==> src/rtl/b64lw_pkg.sv <==
// Shared types, constants and the base64 alphabet for the line-wrapping encoder.
package b64lw_pkg;

  localparam int unsigned BurstLen = 6;
  localparam int unsigned BurstCntW = $clog2(BurstLen + 1);

  localparam logic [6:0] CharCr  = 7'd13;
  localparam logic [6:0] CharLf  = 7'd10;
  localparam logic [6:0] CharPad = 7'd61;

  localparam logic [7:0] LineLenReset = 8'd72;
  localparam logic [7:0] LineLenMin   = 8'd4;

  typedef struct packed {
    logic [7:0] data_byte;
    logic       byte_valid;
    logic       end_of_message;
  } b64lw_in_t;

  typedef struct packed {
    logic [6:0] char_code;
    logic       last_char;
  } b64lw_out_t;

  typedef struct packed {
    logic [15:0] held_bytes;
    logic [1:0]  held_count;
    logic [7:0]  column_count;
  } b64lw_state_t;

  typedef struct packed {
    logic [BurstLen-1:0][6:0] chars;
    logic [BurstCntW-1:0]     cnt;
    logic                     eom;
  } b64lw_burst_t;

  // Map a six-bit value onto the standard alphabet.
  function automatic logic [6:0] b64lw_alpha(input logic [5:0] idx);
    logic [6:0] code;
    if (idx < 6'd26) begin
      code = 7'd65 + {1'b0, idx};
    end else if (idx < 6'd52) begin
      code = 7'd71 + {1'b0, idx};
    end else if (idx < 6'd62) begin
      code = {1'b0, idx} - 7'd4;
    end else if (idx == 6'd62) begin
      code = 7'd43;
    end else begin
      code = 7'd47;
    end
    return code;
  endfunction

endpackage

==> src/rtl/b64lw_enc.sv <==
// Encode step: group bytes, build the character burst with CR LF, update state.
module b64lw_enc (
  input  b64lw_pkg::b64lw_in_t    item_i,
  input  b64lw_pkg::b64lw_state_t state_i,
  input  logic [7:0]              line_length_i,
  output b64lw_pkg::b64lw_state_t state_o,
  output b64lw_pkg::b64lw_burst_t burst_o
);
  import b64lw_pkg::*;

  logic             grp;
  logic [2:0]       nchars;
  logic [7:0]       b0, b1, b2;
  logic [3:0][5:0]  sext;
  logic [3:0][6:0]  gch;
  logic [7:0]       lim;
  logic [7:0]       col;
  logic [8:0]       diff;
  logic             col_over;
  logic             wrap;
  logic [1:0]       wpos;

  always_comb begin
    state_o = state_i;
    grp     = 1'b0;
    nchars  = 3'd4;
    b0      = state_i.held_bytes[15:8];
    b1      = state_i.held_bytes[7:0];
    b2      = item_i.data_byte;

    // Take in the byte
    if (item_i.byte_valid) begin
      if (state_i.held_count >= 2'd2) begin
        grp                = 1'b1;
        state_o.held_bytes = '0;
        state_o.held_count = 2'd0;
      end else if (state_i.held_count == 2'd1) begin
        state_o.held_bytes = {state_i.held_bytes[15:8], item_i.data_byte};
        state_o.held_count = 2'd2;
      end else begin
        state_o.held_bytes = {item_i.data_byte, 8'd0};
        state_o.held_count = 2'd1;
      end
    end

    // Flush a partial group at the end of the message
    if (item_i.end_of_message) begin
      if (state_o.held_count == 2'd1) begin
        grp    = 1'b1;
        nchars = 3'd2;
        b0     = state_o.held_bytes[15:8];
        b1     = 8'd0;
        b2     = 8'd0;
      end else if (state_o.held_count >= 2'd2) begin
        grp    = 1'b1;
        nchars = 3'd3;
        b0     = state_o.held_bytes[15:8];
        b1     = state_o.held_bytes[7:0];
        b2     = 8'd0;
      end
      state_o.held_bytes = '0;
      state_o.held_count = 2'd0;
    end

    sext[0] = b0[7:2];
    sext[1] = {b0[1:0], b1[7:4]};
    sext[2] = {b1[3:0], b2[7:6]};
    sext[3] = b2[5:0];
    for (int k = 0; k < 4; k++) begin
      gch[k] = (3'(k) < nchars) ? b64lw_alpha(sext[k]) : CharPad;
    end

    // At most one line break fits in four characters since the line is at least four long
    lim      = (line_length_i < LineLenMin) ? LineLenMin : line_length_i;
    col      = state_i.column_count;
    diff     = {1'b0, lim} - {1'b0, col};
    col_over = (col >= lim);
    wrap     = grp && (col_over || diff <= 9'd3);
    wpos     = col_over ? 2'd0 : diff[1:0];

    for (int j = 0; j < BurstLen; j++) begin
      if (!wrap) begin
        burst_o.chars[j] = (j < 4) ? gch[j[1:0]] : CharPad;
      end else if (3'(j) < {1'b0, wpos}) begin
        burst_o.chars[j] = gch[j[1:0]];
      end else if (3'(j) == {1'b0, wpos}) begin
        burst_o.chars[j] = CharCr;
      end else if (3'(j) == {1'b0, wpos} + 3'd1) begin
        burst_o.chars[j] = CharLf;
      end else begin
        burst_o.chars[j] = gch[2'(j - 2)];
      end
    end
    burst_o.cnt = !grp ? BurstCntW'(0) : (wrap ? BurstCntW'(6) : BurstCntW'(4));
    burst_o.eom = item_i.end_of_message;

    if (grp) begin
      state_o.column_count = wrap ? (8'd4 - {6'd0, wpos}) : (col + 8'd4);
    end
    if (item_i.end_of_message) begin
      state_o.column_count = 8'd0;
    end
  end

endmodule

==> src/rtl/b64lw_burst.sv <==
// Result register: holds one burst of characters and shifts them out a word a cycle while the output is not stalled.
module b64lw_burst (
  input  logic                    clk_i,
  input  logic                    rst_ni,
  input  logic                    load_i,
  input  b64lw_pkg::b64lw_burst_t burst_i,
  output logic                    free_o,
  output logic                    out_valid_o,
  input  logic                    out_stall_i,
  output b64lw_pkg::b64lw_out_t   out_word_o
);
  import b64lw_pkg::*;

  logic [BurstLen-1:0][6:0] chars_q, chars_d;
  logic [BurstCntW-1:0]     left_q, left_d;
  logic                     eom_q, eom_d;
  logic                     take;

  assign out_valid_o = (left_q != '0);
  assign take        = out_valid_o && !out_stall_i;
  assign free_o      = (left_q == '0) || (left_q == BurstCntW'(1) && !out_stall_i);

  assign out_word_o.char_code = chars_q[0];
  assign out_word_o.last_char = eom_q && (left_q == BurstCntW'(1));

  always_comb begin
    chars_d = chars_q;
    left_d  = left_q;
    eom_d   = eom_q;
    if (load_i) begin
      chars_d = burst_i.chars;
      left_d  = burst_i.cnt;
      eom_d   = burst_i.eom;
    end else if (take) begin
      for (int i = 0; i < BurstLen - 1; i++) begin
        chars_d[i] = chars_q[i+1];
      end
      left_d = left_q - BurstCntW'(1);
    end
  end

  always_ff @(posedge clk_i or negedge rst_ni) begin
    if (!rst_ni) begin
      left_q <= '0;
      eom_q  <= 1'b0;
    end else begin
      left_q <= left_d;
      eom_q  <= eom_d;
    end
  end

  always_ff @(posedge clk_i) begin
    chars_q <= chars_d;
  end

endmodule

==> src/rtl/base64_encoder_line_wrap_core.sv <==
// Top level of the streaming base64 encoder with CR LF line wrapping.
//
//   channel   direction  payload                 handshake
//   in        input      in_word_i  (b64lw_in_t)  in_valid_i / in_stall_o
//   out       output     out_word_o (b64lw_out_t) out_valid_o / out_stall_i
//   cfg       input      cfg_data_i (line length) cfg_we_i
//
// An input word lands in the input register, is encoded combinationally and its
// burst of four or six characters is loaded into the result register, which
// emits one character a cycle while the output is not stalled. A word that
// yields no character (first or second byte of a group) moves on even while
// a burst drains. Reset clears the held bytes, column count and both stages;
// line length returns to 72. A stall on the output holds the burst and backs
// up the input.
module base64_encoder_line_wrap_core (
  input  logic                  clk_i,
  input  logic                  rst_ni,
  input  logic                  in_valid_i,
  output logic                  in_stall_o,
  input  b64lw_pkg::b64lw_in_t  in_word_i,
  output logic                  out_valid_o,
  input  logic                  out_stall_i,
  output b64lw_pkg::b64lw_out_t out_word_o,
  input  logic                  cfg_we_i,
  input  logic [7:0]            cfg_data_i
);
  import b64lw_pkg::*;

  // Input register
  logic         in_vld_q, in_vld_d;
  b64lw_in_t    in_q;

  // Encoder state and configuration
  b64lw_state_t state_q, state_d;
  logic [7:0]   line_len_q;

  b64lw_burst_t burst;
  logic         has_out;
  logic         buf_free;
  logic         move;
  logic         accept;

  b64lw_enc u_enc (
    .item_i        (in_q),
    .state_i       (state_q),
    .line_length_i (line_len_q),
    .state_o       (state_d),
    .burst_o       (burst)
  );

  // Advance a word with no characters at once; one with a burst waits for the result register
  assign has_out    = (burst.cnt != '0);
  assign move       = in_vld_q && (buf_free || !has_out);
  assign in_stall_o = in_vld_q && !move;
  assign accept     = in_valid_i && !in_stall_o;

  always_comb begin
    in_vld_d = in_vld_q;
    if (accept) begin
      in_vld_d = 1'b1;
    end else if (move) begin
      in_vld_d = 1'b0;
    end
  end

  always_ff @(posedge clk_i or negedge rst_ni) begin
    if (!rst_ni) begin
      in_vld_q   <= 1'b0;
      state_q    <= '0;
      line_len_q <= LineLenReset;
    end else begin
      in_vld_q <= in_vld_d;
      if (move) begin
        state_q <= state_d;
      end
      if (cfg_we_i) begin
        line_len_q <= cfg_data_i;
      end
    end
  end

  // Hold the payload; no reset needed
  always_ff @(posedge clk_i) begin
    if (accept) begin
      in_q <= in_word_i;
    end
  end

  b64lw_burst u_burst (
    .clk_i       (clk_i),
    .rst_ni      (rst_ni),
    .load_i      (move && has_out),
    .burst_i     (burst),
    .free_o      (buf_free),
    .out_valid_o (out_valid_o),
    .out_stall_i (out_stall_i),
    .out_word_o  (out_word_o)
  );

endmodule

==> config.mk <==
export PLATFORM = sky130hd
export DESIGN_NAME = base64_encoder_line_wrap_core
export DESIGN_NICKNAME = d
export VERILOG_FILES = /design/src/rtl/b64lw_pkg.sv /design/src/rtl/b64lw_enc.sv /design/src/rtl/b64lw_burst.sv /design/src/rtl/base64_encoder_line_wrap_core.sv
export SDC_FILE = /design/constraint.sdc
export NUM_CORES = 1
export LEC_CHECK = 0
export BUFFER_PORTS_ARGS = -buffer_cell sky130_fd_sc_hd__buf_2
export CAP_MARGIN = 5
export CORE_ASPECT_RATIO = 0.7
export CORE_MARGIN = 2
export CORE_UTILIZATION = 40
export CTS_CLUSTER_DIAMETER = 100
export DETAILED_ROUTE_END_ITERATION = 6
export GPL_TIMING_DRIVEN = 0
export HOLD_SLACK_MARGIN = 0.02
export PLACE_DENSITY = 0.56
export SYNTH_ARGS = -nofsm -noshare
export SYNTH_HDL_FRONTEND = slang
export SYNTH_SLANG_ARGS = --single-unit
==> constraint.sdc <==
create_clock -name clk_i -period 6.2 [get_ports clk_i]
set_input_delay 0.31 -clock clk_i [delete_from_list [all_inputs] [get_ports clk_i]]
set_output_delay 0.31 -clock clk_i [all_outputs]
set_load 0.005 [all_outputs]
==> results by group <==
Outcome
  • Status: completed

STA
  • Slew @ Worst Pin: 0.933 ns
  • Highest Clock Rate: approximately 250 MHz
  • Max transition margin: 0.378
  • Final setup violation count: 0
  • Setup Total Neg Slack: 0 ns
  • Minimum clock period: 4.07 ns
  • RSZ-0062 raised after global routing: no
  • Tcrit/Tclk final: 0.657
  • Clock skew: 0.0157 ns
  • Pins over their slew limit: 0
  • Final Hold Viols: 0

Routing
  • Final ANT Viol Nets: 0
  • Via count: 5644
  • Drt pass-1 iters: 5
  • Vias per cell: around 5.8
  • Post-route DRC: 0
  • Wirelength, routed: 18.6 mm
  • WL/cell: between 15 and 20 um
  • Iter 0 DRT Violations: 552

Synthesis
  • Synth unique cells: 90
  • Yosys reg bits: 81
  • Yosys warnings: 0
  • Mapped Nets: 791
  • Complex-gate fraction of the synthesized area: 0.230
  • Synth Area in Adders: 0.0853
  • Largest family of logic cells by synthesized area: compound AO/OA/AOI/OAI gates
  • EDFF count, synth: 42
  • Fraction of registers with async set/reset: 0.481
  • Cells after Synth: 725
  • Simple-gate share of the synthesized area: 0.191
  • Register area share after synthesis: 0.350
  • Synth Flop Type: edfxtp_1
  • Mux contribution to synthesized area: 0.0608
  • Mapped Avg Cell Area: 8.83 um2
  • Xor and xnor area share after synthesis: 0.0151
  • Synthesized area: 6400 um2

Pwr
  • Pwr/cell area: 490 nW/um2
  • Logic pwr share: 0.570
  • Int Power: 1.87 mW
  • Sequential share of power: 0.271
  • Pleak: 2.97 nW
  • VDD IR max: roughly 0.19 mV
  • Switching portion of total power: 0.461
  • Clk network pwr share: 0.159
  • Net Sw Power: 1.60 mW
  • Pwr Total: roughly 3.5 mW

Floorplan
  • Total die area: 17000 um2
  • Die Span Y: around 110 um
  • Initial Util: 0.412
  • Row count: 38
  • Area of the core: around 16000 um2
  • Top-level I/O count: 33
  • DIE WIDTH: 155 um

Clock tree
  • Max clock buf depth: 2
  • Num CTS Buffers: 9
  • Post-CTS Resized: 0
  • CTS sink cnt: 81
  • Clk root buf: clkbuf_16
  • Reg clk slew, reported paths: 0.08 ns
  • Hold Buf Count CTS: 0
  • Later-pin clock latency in the skew report: 0.36 ns
  • Max H-tree Level: 3
  • CTS tree: yes
  • Setup repair bufs after CTS: 0

Worst setup path
  • CP max FO: 10
  • Crit path required time: 6.30 ns
  • Critical path's slowest cell: a21boi_1
  • Worst Path Buf+Inv: 3
  • CP cell instances: buf_6, nor4bb_2, buf_6, buf_12, mux2i_1, ha_1, nand3b_1, mux2i_1, a21boi_1, o21ai_0, a31oi_1, nor2_1, o32ai_1, o21ai_1
  • CP delay by family, top: compound AO/OA/AOI/OAI gates
  • WS Path Type: reg2reg
  • Largest stage delay on the critical path: 0.43 ns
  • Arrival @ worst endpoint: 4.18 ns
  • CP endpoint kind: flop
  • CP Launch Type: flop

GRT
  • First-pass GRT wire length: between 20 and 30 mm
  • Number of global-route vias before repair: roughly 5300
  • Overall global routing resource usage: 0.227
  • Grt ovf: 0
  • Initial antenna violation count: 0
  • Largest net degree at the start of global routing: 40

Cells and area
  • Proportion of layout cells with a drive suffix above 1: 0.167
  • Final std cells w/o fill: 972
  • Final net count: 833
  • Ant diodes: 0
  • Commonest non-fill, non-tap cell in the layout: nand2_1
  • Filler cells: 1520
  • Sequential cell area: 2240 um2
  • Most frequent cells in the layout: nand2_1, nor2_1, o21ai_0
  • Layout area overhead: 11.0%
  • Multi-input logic area: about 3700 um2

Place
  • GP Congestion: 0.895
  • IO buf count: 31
  • Hpwl dp: 14.1 mm
  • Placed Cells incl. Taps: ~960

Run
  • Max_cap viols: 0

Min path
  • Hold Crit Class: in2async
-- cells by family after synthesis --
logic type      after synthesis
xor+xnor                     11
mux                          33
fa+ha+maj                    43
buf+inv                      91
flops                        81
simple gates                252
compound gates              214
-- flip-flops by register name, indices dropped and copies added, names as in the netlist --
register / flops
u_burst.chars_q: 25
line_len_q: 8
u_burst.left_q: 3
in_q: 10
u_burst.out_word_o: 7
in_vld_q: 1
u_burst.eom_q: 1
state_q: 26
-- stage by stage --
stage | setup slack, ns | cell area, um2 | util | hold slack [ns]
floorplan | 3.13 | 6400 | - | 0.0144
finish | 2.13 | 7100 | 0.457 | 0.0758
CTS | 2.17 | 7100 | 0.457 | 0.106
global route | 1.92 | 7100 | 0.457 | 0.124
detailed placement | 2.17 | 6800 | 0.438 | 0.489
global placement | 2.21 | 6800 | 0.438 | 0.485
-- layout make-up --
class / count / area share
clock inverter: 7 / 0.0104
timing repair buffer: 31 / 0.0218
buffer: 47 / 0.0386
multi-input combinational: 553 / 0.524
clock buffer: 9 / 0.0317
inverter: 44 / 0.0233
tap: 200 / 0.0352
sequential: 81 / 0.315
-- worst paths after layout --
kind / slack [ns] / cells past startpoint / start / end
setup / recovery: 2.13 / 14 / state_q[8] / u_burst.chars_q[16]
hold / removal: 0.08 / 1 / rst_ni / line_len_q[4]
setup reg to reg: 2.13 / 14 / state_q[8] / u_burst.chars_q[16]
hold reg to reg: 0.51 / 2 / state_q[15] / state_q[15]
max in group asynchronous: 5.51 / 1 / rst_ni / state_q[22]
min in group clk_i: 0.12 / 1 / in_word_i[8] / in_q[8]
-- power groups by stage --
stage / combinational, mW / sequential, mW / clock (mW)
final: 1.98 / 0.943 / 0.553
after floorplan: 1.44 / 0.916 / 0
after CTS: 1.96 / 0.942 / 0.560
after global routing: 2.19 / 0.967 / 0.585
after global placement: 1.92 / 0.943 / 0
after detailed placement: 1.95 / 0.949 / 0
-- metal layers --
metal	up-vias	track usage	wire [um]
met4	0	0.0603	272
met5	-	0	0
met3	19	0.0438	1010
li1	2700	-	-
met2	184	0.323	7500
met1	2741	0.348	9810
-- cells in the mapped netlist (11+ instances only) --
cell type | number | share of area
a21oi_1 | 40 | 0.031
a22oi_1 | 18 | 0.021
buf_2 | 11 | 0.0086
buf_4 | 12 | 0.014
clkbuf_1 | 18 | 0.011
dfrtp_1 | 37 | 0.14
edfxtp_1 | 42 | 0.20
ha_1 | 42 | 0.082
inv_1 | 40 | 0.023
mux2_2 | 13 | 0.023
mux2i_1 | 14 | 0.022
nand2_1 | 101 | 0.059
nand2b_1 | 14 | 0.014
nand3_1 | 17 | 0.013
nor2_1 | 48 | 0.028
nor3_1 | 14 | 0.011
o21ai_0 | 47 | 0.037
Power figures use the tool's default switching activity.
